## config.mk

```make
export PLATFORM = sky130hd
export DESIGN_NAME = baro_sensor_compensation_filter
export DESIGN_NICKNAME = d
export VERILOG_FILES = /design/src/hdl/bscf_pkg.sv /design/src/hdl/bscf_ctrl.sv /design/src/hdl/bscf_datapath.sv /design/src/hdl/baro_sensor_compensation_filter.sv
export VERILOG_INCLUDE_DIRS = /design/src /design/src/hdl
export SDC_FILE = /design/constraint.sdc
export NUM_CORES = 2
export LEC_CHECK = 0
export BUFFER_PORTS_ARGS = -buffer_cell sky130_fd_sc_hd__buf_2
export CAP_MARGIN = 10
export CELL_PAD_IN_SITES_DETAIL_PLACEMENT = 1
export CELL_PAD_IN_SITES_GLOBAL_PLACEMENT = 1
export CORE_MARGIN = 4
export CORE_UTILIZATION = 37
export CTS_CLUSTER_DIAMETER = 200
export DETAILED_ROUTE_END_ITERATION = 8
export HOLD_SLACK_MARGIN = 0.05
export PLACE_DENSITY_LB_ADDON = 0.1
export SYNTH_ARGS = -nofsm -noshare
export SYNTH_HDL_FRONTEND = slang
export SYNTH_SLANG_ARGS = --single-unit
```

## constraint.sdc

```tcl
create_clock -name clk -period 12.3 [get_ports clk]
set_input_delay 3.69 -clock clk [delete_from_list [all_inputs] [get_ports clk]]
set_output_delay 3.69 -clock clk [all_outputs]
set_load 0.1 [all_outputs]
```

## src/hdl/baro_sensor_compensation_filter_macros.svh

```systemverilog
// assertion macros shared by the compensation filter modules
`ifndef BARO_SENSOR_COMPENSATION_FILTER_MACROS_SVH
`define BARO_SENSOR_COMPENSATION_FILTER_MACROS_SVH

// same-cycle implication, clocked on clk, off during reset
`define BSCF_ASSERT_SAME(lbl, ante, cons, msg) \
	lbl: assert property (@(posedge clk) disable iff (!arst_n) (ante) |-> (cons)) \
		else $error(msg);

// next-cycle implication, clocked on clk, off during reset
`define BSCF_ASSERT_NEXT(lbl, ante, cons, msg) \
	lbl: assert property (@(posedge clk) disable iff (!arst_n) (ante) |=> (cons)) \
		else $error(msg);

`endif

```

## src/hdl/bscf_pkg.sv

```systemverilog
// types and constants of the barometric compensation filter
`timescale 1ns / 1ps
package bscf_pkg;

	// field widths
	localparam int RAW_W   = 24;
	localparam int COEF_W  = 16;
	localparam int TEMP_W  = 19;
	localparam int P_W     = 24;
	localparam int CFG_IDX_W = 3;

	// internal arithmetic widths
	localparam int DT_W    = 25;
	localparam int OFF_W   = 36;
	localparam int SENS_W  = 35;
	localparam int SENS_LO_W = 18;
	localparam int MUL_A_W = 26;
	localparam int MUL_B_W = 19;
	localparam int PROD_W  = MUL_A_W + MUL_B_W;
	localparam int ACC_W   = 59;
	localparam int TFULL_W = 23;
	localparam int Q_FRAC  = 3;
	localparam int STATE_W = P_W + Q_FRAC;

	// scaling constants
	localparam int OFF_SHIFT  = 6;
	localparam int SENS_SHIFT = 7;
	localparam int TEMP_SHIFT = 23;
	localparam int P_SHIFT1   = 21;
	localparam int P_SHIFT2   = 15;
	localparam int TEMP_BASE  = 2000;

	// register indexes
	localparam logic [CFG_IDX_W-1:0] REG_SENS          = 3'd0;
	localparam logic [CFG_IDX_W-1:0] REG_OFFSET        = 3'd1;
	localparam logic [CFG_IDX_W-1:0] REG_SENS_TEMPCO   = 3'd2;
	localparam logic [CFG_IDX_W-1:0] REG_OFFSET_TEMPCO = 3'd3;
	localparam logic [CFG_IDX_W-1:0] REG_REF_TEMP      = 3'd4;
	localparam logic [CFG_IDX_W-1:0] REG_TEMP_SLOPE    = 3'd5;
	localparam logic [CFG_IDX_W-1:0] REG_FILTER_EN     = 3'd6;

	// per-step commands from controller to datapath
	typedef struct packed {
		logic ld_in;
		logic calc_dt;
		logic mul_off;
		logic mul_sens;
		logic mul_temp;
		logic mul_plo;
		logic mul_phi;
		logic sum_p;
		logic res_p;
		logic fin;
	} cmd_t;

endpackage

```

## src/hdl/bscf_ctrl.sv

```systemverilog
// sequencer for the compensation steps and output handshake
`timescale 1ns / 1ps
`include "baro_sensor_compensation_filter_macros.svh"
module bscf_ctrl import bscf_pkg::*; (
	input  logic clk,
	input  logic arst_n,
	input  logic in_valid,
	output logic in_ready,
	output logic out_valid,
	input  logic out_ready,
	output cmd_t cmd
);

	typedef enum logic [9:0] {
		ST_IDLE  = 10'b0000000001,
		ST_DT    = 10'b0000000010,
		ST_MOFF  = 10'b0000000100,
		ST_MSENS = 10'b0000001000,
		ST_MTEMP = 10'b0000010000,
		ST_MPLO  = 10'b0000100000,
		ST_MPHI  = 10'b0001000000,
		ST_PSUM  = 10'b0010000000,
		ST_PRES  = 10'b0100000000,
		ST_FIN   = 10'b1000000000
	} state_t;

	state_t state_q, state_n;
	logic   out_valid_q;
	logic   out_free;

	assign out_free  = !out_valid_q || out_ready;
	assign in_ready  = (state_q == ST_IDLE);
	assign out_valid = out_valid_q;

	// next state
	always_comb begin
		state_n = state_q;
		case (state_q)
			ST_IDLE:  if (in_valid) state_n = ST_DT;
			ST_DT:    state_n = ST_MOFF;
			ST_MOFF:  state_n = ST_MSENS;
			ST_MSENS: state_n = ST_MTEMP;
			ST_MTEMP: state_n = ST_MPLO;
			ST_MPLO:  state_n = ST_MPHI;
			ST_MPHI:  state_n = ST_PSUM;
			ST_PSUM:  state_n = ST_PRES;
			ST_PRES:  state_n = ST_FIN;
			ST_FIN:   if (out_free) state_n = ST_IDLE;
			default:  state_n = ST_IDLE;
		endcase
	end

	// commands
	always_comb begin
		cmd          = '0;
		cmd.ld_in    = (state_q == ST_IDLE) && in_valid;
		cmd.calc_dt  = (state_q == ST_DT);
		cmd.mul_off  = (state_q == ST_MOFF);
		cmd.mul_sens = (state_q == ST_MSENS);
		cmd.mul_temp = (state_q == ST_MTEMP);
		cmd.mul_plo  = (state_q == ST_MPLO);
		cmd.mul_phi  = (state_q == ST_MPHI);
		cmd.sum_p    = (state_q == ST_PSUM);
		cmd.res_p    = (state_q == ST_PRES);
		cmd.fin      = (state_q == ST_FIN) && out_free;
	end

	// state and output valid
	always_ff @(posedge clk or negedge arst_n) begin
		if (!arst_n) begin
			state_q     <= ST_IDLE;
			out_valid_q <= 1'b0;
		end else begin
			state_q <= state_n;
			if (cmd.fin) begin
				out_valid_q <= 1'b1;
			end else if (out_ready) begin
				out_valid_q <= 1'b0;
			end
		end
	end

	`BSCF_ASSERT_NEXT(a_accept_starts, cmd.ld_in, state_q == ST_DT,
		"accepted transfer did not start the sequence")
	`BSCF_ASSERT_NEXT(a_fin_holds, (state_q == ST_FIN) && out_valid_q && !out_ready,
		state_q == ST_FIN, "result overwrote a pending transfer")
	`BSCF_ASSERT_NEXT(a_fin_valid, cmd.fin, out_valid_q,
		"finished result not presented")

endmodule

```

## src/hdl/bscf_datapath.sv

```systemverilog
// registers, shared multiplier and filter of the compensation datapath
`timescale 1ns / 1ps
`include "baro_sensor_compensation_filter_macros.svh"
module bscf_datapath import bscf_pkg::*; #(
	parameter int FILTER_SHIFT = 3
) (
	input  logic                     clk,
	input  logic                     arst_n,
	input  logic                     cfg_we,
	input  logic [CFG_IDX_W-1:0]     cfg_idx,
	input  logic [COEF_W-1:0]        cfg_wdata,
	input  cmd_t                     cmd,
	input  logic [RAW_W-1:0]         raw_pressure,
	input  logic [RAW_W-1:0]         raw_temperature,
	output logic signed [TEMP_W-1:0] temperature_centi,
	output logic signed [P_W-1:0]    pressure_centi
);

	// configuration registers
	logic [COEF_W-1:0] c1_q, c2_q, c3_q, c4_q, c5_q, c6_q;
	logic              filt_en_q;

	always_ff @(posedge clk or negedge arst_n) begin
		if (!arst_n) begin
			c1_q <= '0; c2_q <= '0; c3_q <= '0;
			c4_q <= '0; c5_q <= '0; c6_q <= '0;
			filt_en_q <= 1'b0;
		end else if (cfg_we) begin
			case (cfg_idx)
				REG_SENS:          c1_q <= cfg_wdata;
				REG_OFFSET:        c2_q <= cfg_wdata;
				REG_SENS_TEMPCO:   c3_q <= cfg_wdata;
				REG_OFFSET_TEMPCO: c4_q <= cfg_wdata;
				REG_REF_TEMP:      c5_q <= cfg_wdata;
				REG_TEMP_SLOPE:    c6_q <= cfg_wdata;
				REG_FILTER_EN:     filt_en_q <= cfg_wdata[0];
				default:           ;
			endcase
		end
	end

	// working registers
	logic [RAW_W-1:0]          d1_q, d2_q;
	logic signed [DT_W-1:0]    dt_q;
	logic signed [PROD_W-1:0]  prod_q;
	logic signed [OFF_W-1:0]   off_q;
	logic signed [SENS_W-1:0]  sens_q;
	logic signed [TEMP_W-1:0]  temp_q;
	logic signed [ACC_W-1:0]   acc_q;
	logic signed [P_W-1:0]     p_q;
	logic signed [STATE_W-1:0] filt_q;
	logic                      primed_q;
	logic signed [TEMP_W-1:0]  out_temp_q;
	logic signed [P_W-1:0]     out_pres_q;

	// shared multiplier operand select
	logic signed [MUL_A_W-1:0] mul_a;
	logic signed [MUL_B_W-1:0] mul_b;
	logic signed [PROD_W-1:0]  mul_p;

	always_comb begin
		mul_a = {{(MUL_A_W-DT_W){dt_q[DT_W-1]}}, dt_q};
		mul_b = {{(MUL_B_W-COEF_W){1'b0}}, c4_q};
		if (cmd.mul_sens) begin
			mul_b = {{(MUL_B_W-COEF_W){1'b0}}, c3_q};
		end else if (cmd.mul_temp) begin
			mul_b = {{(MUL_B_W-COEF_W){1'b0}}, c6_q};
		end else if (cmd.mul_plo) begin
			mul_a = {{(MUL_A_W-RAW_W){1'b0}}, d1_q};
			mul_b = {{(MUL_B_W-SENS_LO_W){1'b0}}, sens_q[SENS_LO_W-1:0]};
		end else if (cmd.mul_phi) begin
			mul_a = {{(MUL_A_W-RAW_W){1'b0}}, d1_q};
			mul_b = {{(MUL_B_W-(SENS_W-SENS_LO_W)){sens_q[SENS_W-1]}},
				sens_q[SENS_W-1:SENS_LO_W]};
		end
	end

	assign mul_p = PROD_W'(mul_a) * PROD_W'(mul_b);

	// scaled products
	logic signed [PROD_W-1:0]  prod_sh_off, prod_sh_sens, prod_sh_temp;
	logic signed [OFF_W-1:0]   off_next;
	logic signed [SENS_W-1:0]  sens_next;
	logic signed [TFULL_W-1:0] temp_full;
	logic signed [TEMP_W-1:0]  temp_sat;
	logic signed [DT_W-1:0]    dt_next;

	assign dt_next = $signed({1'b0, d2_q}) - $signed({1'b0, c5_q, 8'b0});
	assign prod_sh_off  = prod_q >>> OFF_SHIFT;
	assign prod_sh_sens = prod_q >>> SENS_SHIFT;
	assign prod_sh_temp = prod_q >>> TEMP_SHIFT;
	assign off_next  = $signed({3'b0, c2_q, 17'b0}) + prod_sh_off[OFF_W-1:0];
	assign sens_next = $signed({3'b0, c1_q, 16'b0}) + prod_sh_sens[SENS_W-1:0];
	assign temp_full = prod_sh_temp[TFULL_W-1:0] + TFULL_W'(TEMP_BASE);

	// temperature saturation to the output range
	always_comb begin
		if (temp_full[TFULL_W-1:TEMP_W-1] == {(TFULL_W-TEMP_W+1){temp_full[TFULL_W-1]}}) begin
			temp_sat = temp_full[TEMP_W-1:0];
		end else if (temp_full[TFULL_W-1]) begin
			temp_sat = {1'b1, {(TEMP_W-1){1'b0}}};
		end else begin
			temp_sat = {1'b0, {(TEMP_W-1){1'b1}}};
		end
	end

	// pressure from the full product
	logic signed [ACC_W-1:0]      acc_hi;
	logic signed [ACC_W-1:0]      acc_sh;
	logic signed [OFF_W+2:0]      p_diff;
	logic signed [OFF_W+2:0]      p_diff_sh;

	assign acc_hi    = {prod_q[ACC_W-SENS_LO_W-1:0], {SENS_LO_W{1'b0}}};
	assign acc_sh    = acc_q >>> P_SHIFT1;
	assign p_diff    = $signed(acc_sh[OFF_W+2:0]) - $signed({{3{off_q[OFF_W-1]}}, off_q});
	assign p_diff_sh = p_diff >>> P_SHIFT2;

	// low-pass filter update
	logic signed [STATE_W-1:0] target, base;
	logic signed [STATE_W:0]   f_diff, f_step, f_new;
	logic signed [STATE_W-1:0] filt_next;
	logic signed [STATE_W-1:0] filt_sh;

	assign target    = {p_q, {Q_FRAC{1'b0}}};
	assign base      = primed_q ? filt_q : target;
	assign f_diff    = {target[STATE_W-1], target} - {base[STATE_W-1], base};
	assign f_step    = f_diff >>> FILTER_SHIFT;
	assign f_new     = {base[STATE_W-1], base} + f_step;
	assign filt_next = f_new[STATE_W-1:0];
	assign filt_sh   = filt_next >>> Q_FRAC;

	// payload registers
	always_ff @(posedge clk) begin
		if (cmd.ld_in) begin
			d1_q <= raw_pressure;
			d2_q <= raw_temperature;
		end
		if (cmd.calc_dt) dt_q <= dt_next;
		if (cmd.mul_off || cmd.mul_sens || cmd.mul_temp || cmd.mul_plo || cmd.mul_phi) begin
			prod_q <= mul_p;
		end
		if (cmd.mul_sens) off_q <= off_next;
		if (cmd.mul_temp) sens_q <= sens_next;
		if (cmd.mul_plo) temp_q <= temp_sat;
		// low partial product is unsigned and fits its own width
		if (cmd.mul_phi) acc_q <= {{(ACC_W-RAW_W-SENS_LO_W){1'b0}},
			prod_q[RAW_W+SENS_LO_W-1:0]};
		if (cmd.sum_p) acc_q <= acc_q + acc_hi;
		if (cmd.res_p) p_q <= p_diff_sh[P_W-1:0];
		if (cmd.fin) begin
			out_temp_q <= temp_q;
			out_pres_q <= filt_en_q ? filt_sh[P_W-1:0] : p_q;
		end
	end

	// filter state
	always_ff @(posedge clk or negedge arst_n) begin
		if (!arst_n) begin
			filt_q   <= '0;
			primed_q <= 1'b0;
		end else if (cmd.fin && filt_en_q) begin
			filt_q   <= filt_next;
			primed_q <= 1'b1;
		end
	end

	assign temperature_centi = out_temp_q;
	assign pressure_centi    = out_pres_q;

	`BSCF_ASSERT_NEXT(a_primed_stays, primed_q, primed_q,
		"filter lost its primed state")
	`BSCF_ASSERT_NEXT(a_filter_primes, cmd.fin && filt_en_q, primed_q,
		"filtered result left filter unprimed")

endmodule

```

## src/hdl/baro_sensor_compensation_filter.sv

```systemverilog
// top level of the barometric sensor compensation filter
//
// channel   direction  signals                          content
// s_axis    in         s_axis_tvalid/tready/tdata       raw pressure, raw temperature
// m_axis    out        m_axis_tvalid/tready/tdata       temperature, pressure
// cfg       in         cfg_valid/cfg_ready/index/data   calibration and filter enable
//
// an item goes through these steps in order: accept, difference step,
// five passes through the one 26x19 multiplier, product sum, pressure, finish
// the finish step waits while a previous result is still pending on m_axis
// reset is asynchronous; it clears config and control registers, filter state and primed flag
// cfg_ready is always high; writes are meant to come only while idle
`timescale 1ns / 1ps
module baro_sensor_compensation_filter import bscf_pkg::*; #(
	parameter int FILTER_SHIFT = 3
) (
	input  logic                 clk,
	input  logic                 arst_n,
	input  logic                 s_axis_tvalid,
	output logic                 s_axis_tready,
	// [23:0] raw_pressure, [47:24] raw_temperature
	input  logic [47:0]          s_axis_tdata,
	output logic                 m_axis_tvalid,
	input  logic                 m_axis_tready,
	// [18:0] temperature_centi, [42:19] pressure_centi, [47:43] zero
	output logic [47:0]          m_axis_tdata,
	input  logic                 cfg_valid,
	output logic                 cfg_ready,
	input  logic [CFG_IDX_W-1:0] cfg_index,
	input  logic [COEF_W-1:0]    cfg_data
);

	cmd_t                     cmd;
	logic signed [TEMP_W-1:0] temperature_centi;
	logic signed [P_W-1:0]    pressure_centi;

	assign cfg_ready = 1'b1;

	// sequencer
	bscf_ctrl u_ctrl (
		.clk       (clk),
		.arst_n    (arst_n),
		.in_valid  (s_axis_tvalid),
		.in_ready  (s_axis_tready),
		.out_valid (m_axis_tvalid),
		.out_ready (m_axis_tready),
		.cmd       (cmd)
	);

	// arithmetic and state
	bscf_datapath #(
		.FILTER_SHIFT (FILTER_SHIFT)
	) u_datapath (
		.clk               (clk),
		.arst_n            (arst_n),
		.cfg_we            (cfg_valid),
		.cfg_idx           (cfg_index),
		.cfg_wdata         (cfg_data),
		.cmd               (cmd),
		.raw_pressure      (s_axis_tdata[23:0]),
		.raw_temperature   (s_axis_tdata[47:24]),
		.temperature_centi (temperature_centi),
		.pressure_centi    (pressure_centi)
	);

	// output packing
	assign m_axis_tdata = {5'b0, pressure_centi, temperature_centi};

endmodule
```

Word-level counts from Yosys, hierarchy flattened
Index checks and enable logic that the tools add are counted.
{ "totals": {"ff_bits": 470, "latchBits": 0, "ramBits": 0, "rom_bits": 0, "inputBits": 72, "out_inout_bits": 51, "mem_count": 0} }
{ "classes": {"add_sub_neg": 8, "mul": 1, "div_mod_pow": 0, "magnitude_cmp": 0, "eq_ne": 19, "shifts": 0, "mux": 19, "bitwise": 0, "reduce_logical": 20} }
{ "ops": {"columns": ["operator", "n"], "rows": [
  ["59-bit two-way mux", 2],
  ["19-bit two-way mux", 6],
  ["26-bit two-way mux", 4],
  ["10-bit one-hot mux with 10 select lines", 1],
  ["59-bit adder", 1],
  ["26-bit by 19-bit multiplier with 45-bit output", 1],
  ["38-bit by 36-bit subtractor with 39-bit output", 1],
  ["33-bit by 36-bit adder with 36-bit output", 1],
  ["32-bit by 35-bit adder with 35-bit output", 1],
  ["27-bit by 27-bit subtractor with 28-bit output", 1],
  ["27-bit by 25-bit adder with 27-bit output", 1],
  ["27-bit two-way mux", 1],
  ["24-bit by 24-bit subtractor with 25-bit output", 1],
  ["24-bit two-way mux", 1],
  ["22-bit by 12-bit adder with 23-bit output, second input constant", 1],
  ["10-bit two-way mux", 2],
  ["2-bit AND reduction", 8],
  ["10-bit by 1-bit equality test with 1-bit output, second input constant", 1],
  ["10-bit equality test, second input constant", 1],
  ["10-bit by 2-bit equality test with 1-bit output, second input constant", 1],
  ["10-bit by 3-bit equality test with 1-bit output, second input constant", 1],
  ["10-bit by 4-bit equality test with 1-bit output, second input constant", 1],
  ["10-bit by 5-bit equality test with 1-bit output, second input constant", 1],
  ["10-bit by 6-bit equality test with 1-bit output, second input constant", 1],
  ["15 further kinds", 26]
]} }

Longest topological paths before layout
{ "logic_depth": {"ltp_word": 6, "ltp_mapped": 38, "ltp_nobuf": 35} }

Cells and area by module
A second synthesis with hierarchy kept.
{ "hier_totals": {"hier_cells": 3950, "area_unflattened_um2": 41432.2} }
{ "modules_own_cells": {"columns": ["mod", "instances", "cells_each", "area_per_inst_um2"], "rows": [
  ["bscf_datapath", 1, 3873, 40714.0],
  ["bscf_ctrl", 1, 69, 665.6],
  ["baro_sensor_compensation_filter", 1, 8, 52.6]
]} }

Worst setup path after synthesis
Ideal clock, no wire load.
{ "synth_timing": {"path_kind": "flip-flop to flip-flop", "startpoint": "reg u_ctrl.state_q[6]", "endpoint": "reg u_datapath.prod_q[42] (data pin)", "setup_ns": 0.258, "arrival_time_ns": 8.892, "setup_slack_ns": 3.150, "stages_incl_launch_ff": 32, "path_buffers": 3, "synth_period_minus_slack_ns": 9.150, "path_cell_list": "dfrtp_1 > nor4_2 > and4b_1 > clkbuf_1 > clkbuf_1 > a21oi_1 > o21ai_4 > buf_4 > nand2_1 > fa_1 > inv_1 > fa_1 > inv_1 > fa_1 > inv_1 > fa_1 > fa_1 > fa_1 > inv_1 > fa_1 > inv_1 > ha_1 > and3_1 > and3_1 > o2111ai_1 > o2111ai_1 > and4_1 > a311oi_2 > o21ai_1 > a211o_1 > a21oi_1 > xnor2_1"} }
{ "synth_via": {"elab_chain_len": 6, "word_cells_on_any_way": 13, "cone_classes": "mul: 1; eq/ne: 4; mux: 8"} }
{ "synth_rtl": {"columns": ["element", "line_no", "rtl"], "rows": [
  ["start: declaration", "bscf_ctrl.sv:27", "state_t state_q, state_n;"],
  ["start signal: assignment", "bscf_ctrl.sv:74", "state_q <= state_n;"],
  ["10-bit by 7-bit equality test with 1-bit output", "bscf_ctrl.sv:62", "cmd.mul_phi = (state_q == ST_MPHI);"],
  ["26-bit two-way mux or 19-bit two-way mux (tied branches)", "bscf_datapath.sv:71", "end else if (cmd.mul_phi) begin"],
  ["26-bit two-way mux or 19-bit two-way mux (tied branches)", "bscf_datapath.sv:68", "end else if (cmd.mul_plo) begin"],
  ["26-bit two-way mux or 19-bit two-way mux (tied branches)", "bscf_datapath.sv:66", "end else if (cmd.mul_temp) begin"],
  ["26-bit two-way mux or 19-bit two-way mux (tied branches)", "bscf_datapath.sv:64", "if (cmd.mul_sens) begin"],
  ["26-bit by 19-bit multiplier with 45-bit output (*)", "bscf_datapath.sv:78", "assign mul_p = PROD_W'(mul_a) * PROD_W'(mul_b);"],
  ["net u_datapath.mul_p[42]", "bscf_datapath.sv:59", "logic signed [PROD_W-1:0] mul_p;"],
  ["end signal: assignment", "bscf_datapath.sv:140", "prod_q <= mul_p;"],
  ["end: declaration", "bscf_datapath.sv:45", "logic signed [PROD_W-1:0] prod_q;"]
]} }
The timed path passes the listed nets; every way through them passes the cells marked *.
A chain may end at the register's enable or synchronous reset.

Worst setup path after layout
{ "layout_timing": {"startpoint": "reg u_ctrl.state_q[7]", "endpoint": "reg u_datapath.prod_q[43] (data pin)"} }
The elaborated chain is that of the path after synthesis.

==> qor_table.md <==
| Stage | Parameter | This run |
|---|---|---|
| critical path | Req. time, crit path | 12.71 ns |
| synthesis | Post-synth design cell area | 41530 sq um |
| synthesis | Async S/R FF share, synth | 0.3009 |
| sta | Transition time at the pin with the least slew margin | 1.189 ns |
| die | Std cell rows | 122 |
| cts | Maximum number of buffers from clock root to sink | 3 |
| global routing | Number of global-route vias before repair | 31880 |
| critical path | Crit path launch type | flop |
| detailed routing | Number of remaining DRC errors | 0 |
| global routing | Global-route wire length before repair | 204.3 mm |
| synthesis | Area share of the leading cell type in the synthesized netlist | 0.2319 |
| detailed routing | Violation count after the first detailed-routing iteration | 1913 |
| final layout | Sequential cell area | 12890 sq um |
| sta | Max frequency | 88.95 MHz |
| synthesis | Warnings from Yosys | 0 |
| global routing | Initial antenna violation count | 16 |
| sta | Number of endpoints failing setup at the final stage | 0 |
| sta | Max-Slew Margin vs Limit | 0.1846 |
| sta | Number of failing hold endpoints at the final stage | 0 |
| cts | Clock tree sinks | 452 |
| synthesis | Sequential share of the synthesized area | 0.3105 |
| final layout | Fillcell total | 12470 |
| flow run | Max-cap viol count | 0 |
| place | Count of buffers inserted at the top-level ports | 116 |
| outcome | Result of the run | complete, no violations |
| cts | Master cell of the clock root buffer | clkbuf_16 |
| critical path | Critical Path Slowest Stage Cell | mux2i_2 |
| cts | Postcts setup bufs | 0 |
| global routing | Largest net degree at the start of global routing | 80 |
| cts | Number of gates given a new drive strength after cts | 0 |
| worst hold path | Number of instances on the worst hold path | 0 |
| synthesis | Post-synthesis instance total | 3997 |
| synthesis | Most used standard cell by instance count after synthesis | inv_1 |
| sta | Unrepaired setup endpoints after global routing | no |
| place | Final weighted congestion in routability-driven placement | 0.8534 |
| critical path | Dominant cell type by count on the critical path | fa_1 |
| cts | CTS clk-pin slew, worst paths | 0.07 ns |
| critical path | Signal arrival time at the worst endpoint | 11.65 ns |
| detailed routing | Post-DR wirelength/cell | 24.16 microns |
| die | Initial core utilization | 0.3737 |
| detailed routing | Total number of vias | 29620 |
| final layout | Synth-to-Final Area Change | 10.67% |
| final layout | Finished Cell Area | 45960 sq um |
| sta | Total negative setup slack | 0 ns |
| die | Area of the die | 117700 sq um |
| critical path | Endpoint class of the critical path | flop |
| final layout | Count of nets after finishing | 4983 |
| synthesis | #FFs+latches synth | 452 |
| cts | Htree depth | 2 |
| detailed routing | Number of iterations in the first detailed-routing pass | 5 |
| synthesis | Largest area contributor in the synthesized netlist | fa_1 |
| sta | Share of the clock period used by the worst path after layout | 0.9140 |
| synthesis | Flip-flop cell with the highest count after synthesis | edfxtp_1 |
| synthesis | Post-Synthesis Mean Instance Area | 10.39 sq um |
| critical path | Launch instance of the worst register-to-register path | u_ctrl.state_q[7]$_DFFE_PN0P_ |
| die | Die Wd | 343.0 microns |
| critical path | Worst setup path startpoint | u_ctrl.state_q[7]$_DFFE_PN0P_ |
| cts | Source-to-sink clock delay at the later pin of the worst-skew pair | 0.66 ns |
| place | Total half-perimeter wirelength after legalization and detailed placement | 107.1 mm |
| final layout | Total area of multi-input combinational cells | 25970 sq um |
| synthesis | Post-synth EDFFs | 316 |
| sta | Fin crit period | 11.24 ns |
| global routing | GRT overflow | 0 |
| die | Die height | 343.0 microns |
| sta | Count of pins over their slew limit | 0 |
| cts | Hold-fix buffers at CTS | 0 |
| die | Core Region | 111100 sq um |
| detailed routing | Detailed-route vias per instance | 5.230 |
| sta | Clock tree skew after final layout | 0.02620 ns |
| global routing | Aggregate global-route resource usage | 0.2342 |
| critical path | Worst-path fanout max | 37 |
| synthesis | Leading post-synthesis cells by cell area | fa_1 (23%), edfxtp_1 (23%), ha_1 (9.1%) |
| die | Top Ports | 123 |
| final layout | Layout cell share with drive strength beyond 1 | 0.1140 |
| detailed routing | Antenna Violating Nets Remaining | 0 |
| cts | Clock tree from TritonCTS | built |
| critical path | R2R depth | 31 |
| critical path | Kind of critical path | flop to flop |
| synthesis | Top cells by count, synth | inv_1 (577), fa_1 (481), nand2_1 (437) |
| place | Post-Place Cell Area | 43980 sq um |
| detailed routing | Final wirelength | 136.9 mm |
| synthesis | Count of distinct cell types in the synthesized netlist | 85 |
| worst hold path | Hold Crit Start | u_datapath.temp_q[12]$_DFFE_PP_ |
| critical path | CP max stage delay | 0.84 ns |
| cts | Number of clock buffers inserted by TritonCTS | 56 |
| worst hold path | Hold WC Path Type | flop to flop |
## cells in the final DEF (no fill, tap or decap), drive strengths merged, types with 22 or more instances in the layout
cell and count:
edfxtp 316, nand2b 37, xor2 56, clkbuf 71, mux2 141, xnor2 125, a31oi 22, a21oi 174
and3 25, nor2 363, o21ai 145, dfrtp 135, o21a 34, buf 182, nor3 34, a21o 94
inv 583, mux2i 58, fa 481, nor2b 40, ha 302, nand2 437, and2 33, nand3 36
## logic make-up after synthesis
kind of cell | share of synthesized area
compound gates | 0.09131
xor+xnor | 0.03817
other cells | 0.0001808
fa+ha+maj | 0.3228
simple gates | 0.1168
buf+inv | 0.06688
flops | 0.3105
mux | 0.05338
## layout make-up
cell class,count,share of cell area
diodes,1,0.00005444
clock buffers,70,0.03299
clock inverters,35,0.009419
inverters,580,0.04750
multi-input cells,2855,0.5650
flip-flops and latches,452,0.2805
well taps,1488,0.04051
repair buffers,183,0.02401
## per-stage QoR
step	instances	setup slack (ns)	utilization	hold slack, ns
6_report	5664	1.058	0.4136	0.4204
5_1_grt	5663	0.4092	0.4136	0.4277
4_1_cts	5661	1.035	0.4133	0.4190
3_5_place_dp	5556	1.048	0.3958	0.4070
3_3_place_gp	5556	1.091	0.3958	0.4053
2_1_floorplan	4005	3.150	-	0.4003
## registers in the layout, summed over array words and instances (netlist names), 10 cells and up
register,flops
u_datapath.d2_q,24
u_datapath.d1_q,24
u_datapath.p_q,24
u_datapath.pressure_centi,24
u_datapath.acc_q,41
u_datapath.c1_q,16
u_datapath.c6_q,16
u_datapath.off_q,36
u_datapath.c5_q,16
u_datapath.filt_q,27
u_datapath.prod_q,45
u_datapath.c2_q,16
u_datapath.sens_q,35
u_datapath.dt_q,25
u_datapath.temperature_centi,19
u_datapath.c4_q,16
u_ctrl.state_q,10
u_datapath.temp_q,19
u_datapath.c3_q,16
## critical path, delay by kind of cell (launching register included)
kind	cells	cell delay, ns
fa+ha+maj	8	3.81
xor+xnor	1	0.09
mux	1	0.84
compound gates	8	2.12
flops	1	0.40
buf+inv	4	1.14
simple gates	9	2.56
## final timing paths
check,end,slack [ns]
max in group asynchronous,u_datapath.c1_q[4]$_DFFE_PN0P_,7.82
min in group asynchronous,u_datapath.filt_q[8]$_DFFE_PN0P_,3.08
hold reg to reg,u_datapath.temperature_centi[12]$_DFFE_PP_,0.42
setup / recovery,u_datapath.prod_q[43]$_DFFE_PP_,1.06
setup reg to reg,u_datapath.prod_q[43]$_DFFE_PP_,1.06
hold / removal,u_datapath.temperature_centi[12]$_DFFE_PP_,0.42
## layer usage
layer / GRT usage / vias up / wire (microns)
li1: - / 13480 / -
met1: 0.3274 / 15410 / 62590
met2: 0.3836 / 591 / 63650
met3: 0.03605 / 143 / 7270
met4: 0.05599 / 0 / 3340
met5: 0 / - / 0
Power is left out: the tool's default activity adds up to more than one toggle a clock period on the data nets, which glitch-free logic cannot reach.
